**src/hw/rtl/sddm_pkg.sv**
```systemverilog
// Shared types, constants and controller/datapath interface structs for the
// stick-to-differential-drive mixer. No dependencies.

package sddm_pkg;

   localparam int TIME_BITS_DEF = 48;
   localparam int AXIS_W        = 11;
   localparam int CMD_W         = 9;
   localparam int DZ_W          = 8;
   localparam int TMO_W         = 24;
   localparam int CSR_IDX_W     = 1;
   localparam int MIX_W         = 10;
   localparam int DIV_NUM_W     = 17;
   localparam int DIV_DEN_W     = 10;
   localparam int DIV_Q_W       = 8;
   localparam int CMD_MAX       = 255;

   localparam logic [DZ_W-1:0]  DEADZONE_RST = 8'd50;
   localparam logic [TMO_W-1:0] TIMEOUT_RST  = 24'd300000;

   localparam logic signed [AXIS_W-1:0] AXIS_LOW     = -11'sd512;
   localparam logic signed [AXIS_W-1:0] AXIS_HIGH    = 11'sd512;
   localparam logic signed [AXIS_W-1:0] AXIS_POS_MAX = 11'sd511;
   localparam logic [DIV_DEN_W-1:0]     TOP_NEG      = 10'd512;
   localparam logic [DIV_DEN_W-1:0]     TOP_POS      = 10'd511;

   typedef enum logic [1:0] {
      OP_REPORT = 2'd0,
      OP_TICK   = 2'd1,
      OP_STOP   = 2'd2,
      OP_NONE   = 2'd3
   } op_type;

   typedef enum logic [CSR_IDX_W-1:0] {
      CSR_DEADZONE = 1'd0,
      CSR_TIMEOUT  = 1'd1
   } csr_idx_type;

   typedef enum logic [1:0] {
      SEL_X = 2'd0,
      SEL_Y = 2'd1,
      SEL_L = 2'd2,
      SEL_R = 2'd3
   } div_sel_type;

   typedef enum logic [3:0] {
      ST_IDLE,
      ST_DECODE,
      ST_DIV_X,
      ST_DIV_Y,
      ST_MIX,
      ST_CHECK,
      ST_DIV_L,
      ST_DIV_R,
      ST_COMMIT,
      ST_EMIT_FIRST,
      ST_EMIT_LAST
   } state_type;

   typedef struct packed {
      logic        capture;
      logic        stop;
      logic        div_start;
      div_sel_type div_sel;
      logic        div_store;
      logic        mix;
      logic        commit;
      logic        emit;
      logic        emit_last;
   } ctrl_cmd_type;

   typedef struct packed {
      op_type op;
      logic   bad_report;
      logic   timed_out;
      logic   usable;
      logic   div_done;
      logic   peak_over;
      logic   out_free;
   } dp_status_type;

endpackage

```
**src/hw/rtl/stick_to_differential_drive_mixer_core.sv**
```systemverilog
// Top level of the stick-to-differential-drive mixer: controller plus datapath.
// Depends on sddm_pkg, sddm_ctrl, sddm_datapath.
//
// req_ channel: one word per joystick report, heartbeat tick or stop command,
// taken when req_valid is high and req_stall is low. rsp_ channel: motor
// command words, held in an output register until the receiver drops
// rsp_stall. A good report yields no word; a tick yields one word, or two
// (stop then heartbeat, rsp_last_of_run low then high) when the commands are
// usable and the timeout has run out; bad reports and stop commands yield a
// single 0,0 word. One word is worked on at a time: a good report runs two
// divisions on the shared one-bit-per-cycle divider for the axes, and two
// more for normalization when the mix exceeds full scale.
// A stalled receiver holds the result register; the block then waits in its
// emit step and keeps req_stall high until the word can be loaded.
// csr_ writes (index 0 deadzone, 1 timeout in microseconds) are taken on any
// cycle with csr_we high. Synchronous reset clears the held commands, the
// usable flag and the last good time, and restores deadzone 50 and timeout 300000.

module stick_to_differential_drive_mixer_core #(
   parameter int TIME_BITS = sddm_pkg::TIME_BITS_DEF
) (
   input  logic                               clock,
   input  logic                               reset,
   input  logic                               csr_we,
   input  logic [sddm_pkg::CSR_IDX_W-1:0]     csr_index,
   input  logic [sddm_pkg::TMO_W-1:0]         csr_wdata,
   input  logic                               req_valid,
   output logic                               req_stall,
   input  logic [1:0]                         req_command,
   input  logic signed [sddm_pkg::AXIS_W-1:0] req_axis_x,
   input  logic signed [sddm_pkg::AXIS_W-1:0] req_axis_y,
   input  logic                               req_is_gamepad,
   input  logic [TIME_BITS-1:0]               req_now_us,
   output logic                               rsp_valid,
   input  logic                               rsp_stall,
   output logic signed [sddm_pkg::CMD_W-1:0]  rsp_left_cmd,
   output logic signed [sddm_pkg::CMD_W-1:0]  rsp_right_cmd,
   output logic                               rsp_last_of_run
);
   import sddm_pkg::*;

   ctrl_cmd_type  cmd;
   dp_status_type status;

   sddm_ctrl u_ctrl (
      .clock     (clock),
      .reset     (reset),
      .req_valid (req_valid),
      .req_stall (req_stall),
      .status    (status),
      .cmd       (cmd)
   );

   sddm_datapath #(
      .TIME_BITS (TIME_BITS)
   ) u_datapath (
      .clock           (clock),
      .reset           (reset),
      .csr_we          (csr_we),
      .csr_index       (csr_index),
      .csr_wdata       (csr_wdata),
      .req_command     (req_command),
      .req_axis_x      (req_axis_x),
      .req_axis_y      (req_axis_y),
      .req_is_gamepad  (req_is_gamepad),
      .req_now_us      (req_now_us),
      .rsp_stall       (rsp_stall),
      .cmd             (cmd),
      .status          (status),
      .rsp_valid       (rsp_valid),
      .rsp_left_cmd    (rsp_left_cmd),
      .rsp_right_cmd   (rsp_right_cmd),
      .rsp_last_of_run (rsp_last_of_run)
   );

   // a stop word ahead of the heartbeat always carries zero commands
   assert property (@(posedge clock) disable iff (reset)
      rsp_valid && !rsp_last_of_run |-> rsp_left_cmd == '0 && rsp_right_cmd == '0)
      else $error("non-final word with nonzero command");

   // commands stay within full scale
   assert property (@(posedge clock) disable iff (reset)
      rsp_valid |-> rsp_left_cmd != -9'sd256 && rsp_right_cmd != -9'sd256)
      else $error("command outside full scale");

   // one word in flight: an accepted word blocks the next cycle
   assert property (@(posedge clock) disable iff (reset)
      req_valid && !req_stall |=> req_stall)
      else $error("second word taken while busy");

   // the controller never issues stop and commit together
   assert property (@(posedge clock) disable iff (reset)
      !(cmd.stop && cmd.commit))
      else $error("stop and commit in one cycle");

endmodule

```
**src/hw/rtl/sddm_div.sv**
```systemverilog
// Restoring divider, one quotient bit per cycle, quotient known to fit DIV_Q_W bits.
// Depends on sddm_pkg.

module sddm_div (
   input  logic                           clock,
   input  logic                           reset,
   input  logic                           start,
   input  logic [sddm_pkg::DIV_NUM_W-1:0] num,
   input  logic [sddm_pkg::DIV_DEN_W-1:0] den,
   output logic                           done,
   output logic [sddm_pkg::DIV_Q_W-1:0]   quot
);
   import sddm_pkg::*;

   localparam int CNT_W = $clog2(DIV_Q_W + 1);

   logic [DIV_DEN_W-1:0] rem_ff, rem_in;
   logic [DIV_DEN_W-1:0] den_ff;
   logic [DIV_Q_W-1:0]   sh_ff, sh_in;
   logic [CNT_W-1:0]     cnt_ff, cnt_in;
   logic                 busy_ff, busy_in;
   logic                 done_ff, done_in;
   logic [DIV_DEN_W:0]   trial, diff;
   logic                 ge;

   always_comb begin
      trial   = {rem_ff, sh_ff[DIV_Q_W-1]};
      diff    = trial - {1'b0, den_ff};
      ge      = (trial >= {1'b0, den_ff});
      rem_in  = rem_ff;
      sh_in   = sh_ff;
      cnt_in  = cnt_ff;
      busy_in = busy_ff;
      done_in = 1'b0;
      if (start) begin
         // high dividend bits already lie below den since the quotient fits
         rem_in  = DIV_DEN_W'(num[DIV_NUM_W-1:DIV_Q_W]);
         sh_in   = num[DIV_Q_W-1:0];
         cnt_in  = CNT_W'(DIV_Q_W);
         busy_in = 1'b1;
      end else if (busy_ff) begin
         rem_in = ge ? diff[DIV_DEN_W-1:0] : trial[DIV_DEN_W-1:0];
         sh_in  = {sh_ff[DIV_Q_W-2:0], ge};
         cnt_in = cnt_ff - CNT_W'(1);
         if (cnt_ff == CNT_W'(1)) begin
            busy_in = 1'b0;
            done_in = 1'b1;
         end
      end
   end

   always_ff @(posedge clock) begin
      if (reset) begin
         busy_ff <= 1'b0;
         done_ff <= 1'b0;
         cnt_ff  <= '0;
      end else begin
         busy_ff <= busy_in;
         done_ff <= done_in;
         cnt_ff  <= cnt_in;
      end
   end

   always_ff @(posedge clock) begin
      rem_ff <= rem_in;
      sh_ff  <= sh_in;
      if (start) begin
         den_ff <= den;
      end
   end

   assign done = done_ff;
   assign quot = sh_ff;

endmodule

```
**src/hw/rtl/sddm_datapath.sv**
```systemverilog
// Datapath: input capture, config registers, held motor state, axis scaling,
// mixing, peak normalization and the result output register.
// Depends on sddm_pkg and sddm_div.

module sddm_datapath #(
   parameter int TIME_BITS = sddm_pkg::TIME_BITS_DEF
) (
   input  logic                                  clock,
   input  logic                                  reset,
   input  logic                                  csr_we,
   input  logic [sddm_pkg::CSR_IDX_W-1:0]        csr_index,
   input  logic [sddm_pkg::TMO_W-1:0]            csr_wdata,
   input  logic [1:0]                            req_command,
   input  logic signed [sddm_pkg::AXIS_W-1:0]    req_axis_x,
   input  logic signed [sddm_pkg::AXIS_W-1:0]    req_axis_y,
   input  logic                                  req_is_gamepad,
   input  logic [TIME_BITS-1:0]                  req_now_us,
   input  logic                                  rsp_stall,
   input  sddm_pkg::ctrl_cmd_type                cmd,
   output sddm_pkg::dp_status_type               status,
   output logic                                  rsp_valid,
   output logic signed [sddm_pkg::CMD_W-1:0]     rsp_left_cmd,
   output logic signed [sddm_pkg::CMD_W-1:0]     rsp_right_cmd,
   output logic                                  rsp_last_of_run
);
   import sddm_pkg::*;

   localparam int CMP_W = (TIME_BITS > TMO_W) ? TIME_BITS : TMO_W;

   // captured word
   op_type                   op_ff;
   logic signed [AXIS_W-1:0] x_ff, y_ff;
   logic                     gp_ff;
   logic [TIME_BITS-1:0]     now_ff;

   // config
   logic [DZ_W-1:0]  dz_ff;
   logic [TMO_W-1:0] tmo_ff;

   // held state
   logic                    usable_ff;
   logic signed [CMD_W-1:0] left_motor_ff, right_motor_ff;
   logic [TIME_BITS-1:0]    last_good_ff;

   // working registers
   logic signed [MIX_W-1:0] turn_ff, fwd_ff, l_ff, r_ff;
   logic [MIX_W-1:0]        peak_ff;
   div_sel_type             sel_ff;
   logic                    neg_ff;

   // output register
   logic                    rsp_valid_ff;
   logic signed [CMD_W-1:0] rsp_left_ff, rsp_right_ff;
   logic                    rsp_last_ff;

   // divider operands
   logic signed [AXIS_W-1:0] axis_sel, axis_clamp, axis_negv;
   logic                     axis_neg, axis_zone;
   logic [MIX_W-1:0]         axis_mag, axis_excess;
   logic [DIV_NUM_W:0]       axis_prod;
   logic [DIV_NUM_W-1:0]     axis_num;
   logic [DIV_DEN_W-1:0]     axis_den;
   logic signed [MIX_W-1:0]  mix_sel, mix_negv;
   logic                     mix_neg;
   logic [MIX_W-1:0]         mix_mag;
   logic [DIV_NUM_W:0]       mix_prod;
   logic                     use_axis;
   logic [DIV_NUM_W-1:0]     div_num;
   logic [DIV_DEN_W-1:0]     div_den;
   logic                     div_neg;
   logic                     div_done;
   logic [DIV_Q_W-1:0]       div_quot;
   logic                     res_neg;
   logic signed [MIX_W-1:0]  res_pos, res_val;

   // mixing
   logic signed [MIX_W-1:0] l_mix, r_mix, l_abs, r_abs;

   // timeout
   logic [TIME_BITS-1:0] elapsed;

   always_comb begin
      use_axis    = (cmd.div_sel == SEL_X) || (cmd.div_sel == SEL_Y);
      axis_sel    = (cmd.div_sel == SEL_X) ? x_ff : y_ff;
      axis_clamp  = (axis_sel > AXIS_POS_MAX) ? AXIS_POS_MAX : axis_sel;
      axis_neg    = axis_clamp[AXIS_W-1];
      axis_negv   = -axis_clamp;
      axis_mag    = axis_neg ? axis_negv[MIX_W-1:0] : axis_clamp[MIX_W-1:0];
      axis_zone   = (axis_mag <= MIX_W'(dz_ff));
      axis_excess = axis_mag - MIX_W'(dz_ff);
      // x * 255 as (x << 8) - x
      axis_prod   = {axis_excess, 8'd0} - (DIV_NUM_W + 1)'(axis_excess);
      axis_num    = axis_zone ? '0 : axis_prod[DIV_NUM_W-1:0];
      axis_den    = (axis_neg ? TOP_NEG : TOP_POS) - DIV_DEN_W'(dz_ff);

      mix_sel  = (cmd.div_sel == SEL_L) ? l_ff : r_ff;
      mix_neg  = mix_sel[MIX_W-1];
      mix_negv = -mix_sel;
      mix_mag  = mix_neg ? mix_negv : mix_sel;
      mix_prod = {mix_mag, 8'd0} - (DIV_NUM_W + 1)'(mix_mag);

      div_num = use_axis ? axis_num : mix_prod[DIV_NUM_W-1:0];
      div_den = use_axis ? axis_den : peak_ff;
      div_neg = use_axis ? axis_neg : mix_neg;

      // forward is the negated vertical value
      res_neg = neg_ff ^ (sel_ff == SEL_Y);
      res_pos = MIX_W'(div_quot);
      res_val = res_neg ? -res_pos : res_pos;

      l_mix = fwd_ff + turn_ff;
      r_mix = fwd_ff - turn_ff;
      l_abs = l_mix[MIX_W-1] ? -l_mix : l_mix;
      r_abs = r_mix[MIX_W-1] ? -r_mix : r_mix;

      elapsed = now_ff - last_good_ff;
   end

   sddm_div u_div (
      .clock (clock),
      .reset (reset),
      .start (cmd.div_start),
      .num   (div_num),
      .den   (div_den),
      .done  (div_done),
      .quot  (div_quot)
   );

   always_ff @(posedge clock) begin
      if (cmd.capture) begin
         op_ff  <= op_type'(req_command);
         x_ff   <= req_axis_x;
         y_ff   <= req_axis_y;
         gp_ff  <= req_is_gamepad;
         now_ff <= req_now_us;
      end
      if (cmd.div_start) begin
         sel_ff <= cmd.div_sel;
         neg_ff <= div_neg;
      end
      if (cmd.div_store) begin
         case (sel_ff)
            SEL_X:   turn_ff <= res_val;
            SEL_Y:   fwd_ff  <= res_val;
            SEL_L:   l_ff    <= res_val;
            SEL_R:   r_ff    <= res_val;
            default: ;
         endcase
      end
      if (cmd.mix) begin
         l_ff    <= l_mix;
         r_ff    <= r_mix;
         peak_ff <= (l_abs > r_abs) ? l_abs : r_abs;
      end
      if (cmd.emit) begin
         rsp_left_ff  <= left_motor_ff;
         rsp_right_ff <= right_motor_ff;
         rsp_last_ff  <= cmd.emit_last;
      end
   end

   always_ff @(posedge clock) begin
      if (reset) begin
         dz_ff          <= DEADZONE_RST;
         tmo_ff         <= TIMEOUT_RST;
         usable_ff      <= 1'b0;
         left_motor_ff  <= '0;
         right_motor_ff <= '0;
         last_good_ff   <= '0;
         rsp_valid_ff   <= 1'b0;
      end else begin
         if (csr_we) begin
            case (csr_idx_type'(csr_index))
               CSR_DEADZONE: dz_ff  <= csr_wdata[DZ_W-1:0];
               CSR_TIMEOUT:  tmo_ff <= csr_wdata;
               default: ;
            endcase
         end
         if (cmd.stop) begin
            usable_ff      <= 1'b0;
            left_motor_ff  <= '0;
            right_motor_ff <= '0;
         end else if (cmd.commit) begin
            usable_ff      <= 1'b1;
            left_motor_ff  <= l_ff[CMD_W-1:0];
            right_motor_ff <= r_ff[CMD_W-1:0];
            last_good_ff   <= now_ff;
         end
         if (cmd.emit) begin
            rsp_valid_ff <= 1'b1;
         end else if (!rsp_stall) begin
            rsp_valid_ff <= 1'b0;
         end
      end
   end

   always_comb begin
      status.op         = op_ff;
      status.bad_report = !gp_ff || (x_ff < AXIS_LOW) || (x_ff > AXIS_HIGH) ||
                          (y_ff < AXIS_LOW) || (y_ff > AXIS_HIGH);
      status.timed_out  = CMP_W'(elapsed) >= CMP_W'(tmo_ff);
      status.usable     = usable_ff;
      status.div_done   = div_done;
      status.peak_over  = peak_ff > MIX_W'(CMD_MAX);
      status.out_free   = !rsp_valid_ff || !rsp_stall;
   end

   assign rsp_valid       = rsp_valid_ff;
   assign rsp_left_cmd    = rsp_left_ff;
   assign rsp_right_cmd   = rsp_right_ff;
   assign rsp_last_of_run = rsp_last_ff;

endmodule

```
**src/hw/rtl/sddm_ctrl.sv**
```systemverilog
// Controller: sequences decode, up to four divisions, mixing, commit and emit.
// Depends on sddm_pkg.

module sddm_ctrl (
   input  logic                    clock,
   input  logic                    reset,
   input  logic                    req_valid,
   output logic                    req_stall,
   input  sddm_pkg::dp_status_type status,
   output sddm_pkg::ctrl_cmd_type  cmd
);
   import sddm_pkg::*;

   state_type state_ff, state_in;

   always_ff @(posedge clock) begin
      if (reset) begin
         state_ff <= ST_IDLE;
      end else begin
         state_ff <= state_in;
      end
   end

   always_comb begin
      state_in  = state_ff;
      cmd       = '0;
      req_stall = (state_ff != ST_IDLE);
      case (state_ff)
         ST_IDLE: begin
            if (req_valid) begin
               cmd.capture = 1'b1;
               state_in    = ST_DECODE;
            end
         end
         ST_DECODE: begin
            case (status.op)
               OP_REPORT: begin
                  if (status.bad_report) begin
                     cmd.stop = 1'b1;
                     state_in = ST_EMIT_LAST;
                  end else begin
                     cmd.div_start = 1'b1;
                     cmd.div_sel   = SEL_X;
                     state_in      = ST_DIV_X;
                  end
               end
               OP_TICK: begin
                  if (status.usable && status.timed_out) begin
                     cmd.stop = 1'b1;
                     state_in = ST_EMIT_FIRST;
                  end else begin
                     state_in = ST_EMIT_LAST;
                  end
               end
               OP_STOP: begin
                  cmd.stop = 1'b1;
                  state_in = ST_EMIT_LAST;
               end
               default: state_in = ST_IDLE;
            endcase
         end
         ST_DIV_X: begin
            if (status.div_done) begin
               cmd.div_store = 1'b1;
               cmd.div_start = 1'b1;
               cmd.div_sel   = SEL_Y;
               state_in      = ST_DIV_Y;
            end
         end
         ST_DIV_Y: begin
            if (status.div_done) begin
               cmd.div_store = 1'b1;
               state_in      = ST_MIX;
            end
         end
         ST_MIX: begin
            cmd.mix  = 1'b1;
            state_in = ST_CHECK;
         end
         ST_CHECK: begin
            if (status.peak_over) begin
               cmd.div_start = 1'b1;
               cmd.div_sel   = SEL_L;
               state_in      = ST_DIV_L;
            end else begin
               state_in = ST_COMMIT;
            end
         end
         ST_DIV_L: begin
            if (status.div_done) begin
               cmd.div_store = 1'b1;
               cmd.div_start = 1'b1;
               cmd.div_sel   = SEL_R;
               state_in      = ST_DIV_R;
            end
         end
         ST_DIV_R: begin
            if (status.div_done) begin
               cmd.div_store = 1'b1;
               state_in      = ST_COMMIT;
            end
         end
         ST_COMMIT: begin
            cmd.commit = 1'b1;
            state_in   = ST_IDLE;
         end
         ST_EMIT_FIRST: begin
            if (status.out_free) begin
               cmd.emit = 1'b1;
               state_in = ST_EMIT_LAST;
            end
         end
         ST_EMIT_LAST: begin
            if (status.out_free) begin
               cmd.emit      = 1'b1;
               cmd.emit_last = 1'b1;
               state_in      = ST_IDLE;
            end
         end
         default: state_in = ST_IDLE;
      endcase
   end

endmodule
```
**config.mk**
```make
export PLATFORM = sky130hd
export DESIGN_NAME = stick_to_differential_drive_mixer_core
export DESIGN_NICKNAME = d
export VERILOG_FILES = /design/src/hw/rtl/sddm_pkg.sv /design/src/hw/rtl/stick_to_differential_drive_mixer_core.sv /design/src/hw/rtl/sddm_div.sv /design/src/hw/rtl/sddm_datapath.sv /design/src/hw/rtl/sddm_ctrl.sv
export SDC_FILE = /design/constraint.sdc
export NUM_CORES = 1
export LEC_CHECK = 0
export BUFFER_PORTS_ARGS = -buffer_cell sky130_fd_sc_hd__buf_2
export CAP_MARGIN = 25
export CORE_MARGIN = 8
export CORE_UTILIZATION = 25
export CTS_CLUSTER_DIAMETER = 200
export DETAILED_ROUTE_END_ITERATION = 10
export HOLD_SLACK_MARGIN = 0.03
export PLACE_DENSITY = 0.49
export SLEW_MARGIN = 15
export SYNTH_ARGS = -nofsm -noshare
export SYNTH_HDL_FRONTEND = slang
export SYNTH_SLANG_ARGS = --single-unit
```
**constraint.sdc**
```tcl
create_clock -name clock -period 11.05 [get_ports clock]
set_input_delay 2.7625 -clock clock [delete_from_list [all_inputs] [get_ports clock]]
set_output_delay 2.7625 -clock clock [all_outputs]
set_load 0.05 [all_outputs]
```
Yosys cells after proc, flatten, opt, wreduce, memory -nomap -nowiden
Cells that the tools add are included.

$add $sub $neg: 14. $lt $le $gt $ge: 10. Eq/ne operators: 26. Mux-type cells: 64. Bitwise gates (word level): 4. Reduce and logical (&&, ||, !) cells: 31.

Operator list (number): $mux W10 (16); $mux W4 (13); $ge A48 B24 Y1 (1); $sub A48 B48 Y48 (1); $neg A10 Y10 (4); $pmux W4 S10 (1); $mux W17 (2); $sub A17 B10 Y17 (2); $gt A11 B11 Y1 const B (2); $lt A11 B10 Y1 const B (2); $mux W11 (2); $sub A10 B10 Y10 (2); $sub A10 B8 Y10 (2); $mux W9 (2); $eq A4 B3 Y1 const B (4); $mux W1 (16); $mux W8 (2); $reduce_and A2 Y1 (7); $eq A4 B4 Y1 const B (3); $pmux W3 S4 (1); $pmux W4 S3 (1); $ge A11 B10 Y1 (1); $gt A11 B10 Y1 const B (1); $add A10 B10 Y10 (1); 27 further kinds (60).

Register bits: 283. Input port bits: 103. Output and inout bits: 21.

Depth between registers and ports, before layout
Word-level depth: 19. Mapped depth: 30. Mapped depth without buffers: 26.

Cells and area by module
From an unflattened synthesis, not the netlist that was laid out.

Cell total of the unflattened synthesis: 2010. Area total of the unflattened synthesis: 18397.6 um^2.

By module, submodules not included: sddm_datapath (instances 1, cells each 1767, area each 15937.8 um^2, sequential area each 6356.1 um^2); sddm_div (instances 1, cells each 168, area each 1951.9 um^2, sequential area each 950.9 um^2); sddm_ctrl (instances 1, cells each 75, area each 508.0 um^2, sequential area each 80.1 um^2).

Least setup slack after synthesis
Ideal clock, no wire load.

Path type: reg-to-reg. Start point: register u_ctrl.state_ff[2]. End point: register u_datapath.u_div.rem_ff[7] (data pin). Setup time: 307 ps. Arrival: 5862 ps. Required time: 10743 ps. Setup slack: 4881 ps. Stages on the path, launching flop included: 28. Buffers on the path: 4. Period minus slack after synthesis: 6169 ps. Cells stage by stage: dfxtp_1 > buf_2 > nand4bb_1 > o22ai_1 > buf_2 > buf_1 > o21ai_0 > ha_1 > o21ai_0 > clkbuf_1 > and3_1 > ha_1 > nor2_1 > a21oi_1 > ha_1 > nor2b_1 > o21a_1 > o31a_1 > o41ai_1 > o211ai_1 > xnor2_1 > ha_1 > nor2b_1 > nand2_1 > or3_1 > o211a_1 > o21ai_0 > a41oi_1.

Word-level cells in the longest chain between the ends: 13.

Ends and longest elaborated chain: start, declared (line sddm_ctrl.sv:14) `state_type state_ff, state_in;`; start signal, assigned (line sddm_ctrl.sv:20) `state_ff <= state_in;`; $eq A4 B3 Y1 (tied with other cells) (line sddm_ctrl.sv:28) `case (state_ff)`; $pmux W3 S4 (*) (line sddm_ctrl.sv:28); $logic_not A2 Y1 (line sddm_datapath.sv:83, sddm_datapath.sv:84); $mux W11 (line sddm_datapath.sv:84) `axis_sel = (cmd.div_sel == SEL_X) ? x_ff : y_ff;`; $gt A11 B10 Y1 (line sddm_datapath.sv:85) `axis_clamp = (axis_sel > AXIS_POS_MAX) ? AXIS_POS_MAX : axis_sel;`; $mux W11 (line sddm_datapath.sv:85); $neg A10 Y10 (line sddm_datapath.sv:87) `axis_negv = -axis_clamp;`; $mux W10 (line sddm_datapath.sv:88) `axis_mag = axis_neg ? axis_negv[MIX_W-1:0] : axis_clamp[MIX_W-1:0];`; $sub A10 B8 Y10 (line sddm_datapath.sv:90) `axis_excess = axis_mag - MIX_W'(dz_ff);`; $sub A17 B10 Y17 (line sddm_datapath.sv:92) `axis_prod = {axis_excess, 8'd0} - (DIV_NUM_W + 1)'(axis_excess);`; $mux W17 (line sddm_datapath.sv:93) `axis_num = axis_zone ? '0 : axis_prod[DIV_NUM_W-1:0];`; $mux W17 (line sddm_datapath.sv:102) `div_num = use_axis ? axis_num : mix_prod[DIV_NUM_W-1:0];`; $mux W9 (*) (line sddm_div.sv:35) `if (start) begin`; net u_datapath.u_div.rem_in[7] (line sddm_div.sv:17) `logic [DIV_DEN_W-1:0] rem_ff, rem_in;`; end signal, assigned (line sddm_div.sv:65) `rem_ff <= rem_in;`; end, declared (line sddm_div.sv:17).

Mark *: on every way through the listed nets, which the timed path passes. The rest lies on a longest branch. A chain may end at the register's enable or synchronous reset.

Worst setup path after layout
Start point: register u_ctrl.state_ff[0]. End point: register u_datapath.u_div.rem_ff[7] (data pin).

The elaborated chain is that of the path after synthesis.

==> flow_summary.yaml <==
worst_setup_path:
  setup.worst_path.start_class: "flop"
  worstSetupEndpointType: "flop"
  reg2reg_slack_ns: 4.04
  cp_max_fo: 21
  arrival_ns: 7.29
  crit_type: "flop to flop"
  worst_ep_required_time_ns: 11.33
global_routing:
  grt_use_total_pct: 12.6
  grt_pass1_wl_um: 87300
  grt_pass1_vias: 15086
  overflow: 0
  grt_max_degree: 74
  antenna_found_initial: 1
yosys:
  synth_most_common_cell: "nand2_1"
  synth_cell_types: 90
  ys_ff_latch: 283
  synth_edf_count: 172
  synth.avg_cell_area_um2: 8.89
  synth_cells: 2122
  ys_async_sr_fraction_pct: 0
  seq_area_frac_synth_pct: 39.2
  yosysTopAreaCell: "edfxtp_1"
  yosys_warnings: 0
  ys_top_cells_by_area: "edfxtp_1 (27%), dfxtp_1 (12%), ha_1 (9.5%)"
  synthFlopType: "edfxtp_1"
  synth_area_um2: 18900
  synth_top_area_share_pct: 27.4
  synth_fp_nets: 2374
  synth_commonest_cells: "nand2_1 (288), a21oi_1 (221), edfxtp_1 (172)"
pwr:
  p_per_area_nw_per_um2: 204
  intPower_uw: 2660
  p_clk_share_pct: 26.1
  switching_share_pct: 40.1
  totalPowerFinal_uw: 4430
  p_switching_uw: 1780
  vdd_drop_max_mv: 0.114
  p_seq_share_pct: 31.1
  p_leak_uw: 0.00806
  combPwrFrac_pct: 42.7
sta:
  rsz0062_at_grt: "false"
  maxSlewHeadroom_pct: 30.3
  fin_ws_ns: 4.04
  maxSlewViolCount: 0
  max_freq_mhz: 143
  hold_viol: 0
  min_period_over_period_pct: 63.4
  worstMarginPinSlew_ns: 1.04
  fin_crit_ns: 7.01
  skew_ns: 0.0275
  finalSetupViolCount: 0
  totalNegativeSetupSlack_ns: 0
route:
  vias: 15871
  wire_per_inst_um: 17.3
  remaining_drc_errors: 0
  antenna_left: 0
  drt-initial-drc-count: 1015
  vias_per_cell: 4.94
  dr.pass1.iters: 5
  routed_wl_um: 55700
placed_design:
  io_buffers: 123
  place_ws_ns: 3.51
  dp_hpwl_um: 43800
  gp_congestion: 0.877
  place_inst: 3146
floorplanning:
  ios: 124
  fp-row-count: 100
  die_w_um: 291
  core_area_um2: 74600
  start_util_pct: 25.3
  fp.dieH_um: 291
  die_area_um2: 84500
clock_network:
  worstSkewPairLatency_ns: 0.56
  clk_pin_slew_ns: 0.06
  hold_buffers: 0
  cts_repair_resize_count: 0
  post-cts-setup-buffers: 0
  htree_levels: 2
  numCtsBuffers: 35
  cts.path.max_buffers: 3
  cts.root.buffer_cell: "clkbuf_16"
  cts_sinks: 283
  cts_tree: "yes"
cells_and_area:
  num_antenna_cells: 0
  drive_gt1_share_pct: 11.1
  fillers: 7917
  utilization_pct: 29.1
  syn2layout_area_growth_pct: 15.2
  regArea_um2: 7390
  multi_input_area_um2: 10500
  nNetsFinal: 2472
  final_cells: 3215
flow_run:
  maxCapViolations: 0
hold_path:
  hold_path_class: "flop to flop"
run_status:
  status: "finished clean"
-- worst max-delay path, stage by stage, from the launching register on --
cell and delay [ns]:
dfxtp_1 0.59, nand4bb_1 0.36, o22ai_2 0.25, buf_4 0.32, mux2i_1 0.29, nand2b_1 0.13, ha_1 0.49, clkinv_1 0.55
a21oi_1 0.38, ha_1 0.29, nor2b_1 0.13, o21a_1 0.19, o31a_1 0.26, o41ai_1 0.63, o211ai_1 0.18, xnor2_1 0.18
ha_1 0.22, nor2b_1 0.18, nand2_1 0.18, or3_1 0.34, o211a_1 0.20, o21ai_0 0.23, a41oi_1 0.14
-- layer usage --
layer	track usage, %	routed length (um)	part of all wire [%]	vias to the layer above
li1	-	-	-	7837
met1	18.1	27800	50	7565
met2	19.3	23800	43	416
met3	2.69	3330	6.0	53
met4	2.60	847	1.5	0
met5	0	0	0	-
-- state kept, by name, indices dropped and copies added (netlist names), 4 cells and up --
register,cells
u_datapath.u_div.quot,8
u_datapath.fwd_ff,10
u_datapath.right_motor_ff,9
u_datapath.y_ff,11
u_ctrl.state_ff,4
u_datapath.u_div.den_ff,10
u_datapath.left_motor_ff,9
u_datapath.turn_ff,10
u_datapath.u_div.rem_ff,10
u_datapath.x_ff,11
u_datapath.rsp_left_cmd,9
u_datapath.l_ff,10
u_datapath.rsp_right_cmd,9
u_datapath.now_ff,48
u_datapath.dz_ff,8
u_datapath.r_ff,10
u_datapath.peak_ff,10
u_datapath.last_good_ff,48
u_datapath.tmo_ff,24
u_datapath.u_div.cnt_ff,4
-- worst paths after layout --
| check | start | endpoint | cells after the start |
|---|---|---|---|
| worst min register to register | u_datapath.right_motor_ff[6] | u_datapath.rsp_right_cmd[6] | 0 |
| worst min-delay path | u_datapath.right_motor_ff[6] | u_datapath.rsp_right_cmd[6] | 0 |
| worst max-delay path | u_ctrl.state_ff[0] | u_datapath.u_div.rem_ff[7] | 22 |
| worst max register to register | u_ctrl.state_ff[0] | u_datapath.u_div.rem_ff[7] | 22 |
-- power by group through the flow --
stage | Sequential [uW] | Combinational, uW | Clock (uW)
after floorplan | 1370 | 1380 | 0
after global placement | 1400 | 1850 | 0
after detailed placement | 1400 | 1870 | 0
after CTS | 1380 | 1880 | 1200
after global routing | 1400 | 2110 | 1240
final | 1380 | 1890 | 1160
-- cells in the final DEF, fill, tap and decap left out, drive strengths merged, types with 18 or more instances in the layout --
cell type  instances
xor2              43
nand4             30
nor4              19
nor3              47
a31oi             18
a211oi            22
o21ai            106
mux2i             54
ha               143
xnor2             78
nand2b            31
nor2             128
nand3             29
clkbuf            44
edfxtp           172
a21oi            234
o21a              22
o211ai            24
nand2            288
a21o              34
dfxtp            111
inv              168
buf              142
nor2b             19
-- logic make-up (layout without fill, tap and decap cells) --
logic type / after synthesis / after routing / share of synthesized area (%)
and+or+nand+nor: 688 / 688 / 17.6
AOI/OAI and AO/OA: 572 / 572 / 19.2
DFF: 283 / 283 / 39.2
buffers and inverters: 250 / 374 / 5.16
adders and majority gates: 149 / 149 / 10.1
xor gates and xnor gates: 121 / 121 / 5.62
muxes: 59 / 59 / 3.16
-- per-stage QoR --
stage | hold slack (ns) | area [um2]
5_1_grt | 0.454 | 21700
4_1_cts | 0.445 | 21700
6_report | 0.440 | 21700
3_3_place_gp | 0.428 | 20500
3_5_place_dp | 0.429 | 20500
2_1_floorplan | 0.408 | 18900
-- cell type report --
class	instances	area share, %
Clock buffer	43	4.31
Inverter	168	2.90
Sequential cell	283	34.0
Timing Repair Buffer	143	3.68
Clock inverter	20	1.09
Tap cell	969	5.58
Multi-Input combinational cell	1589	48.4
Power figures use the tool's default switching activity.
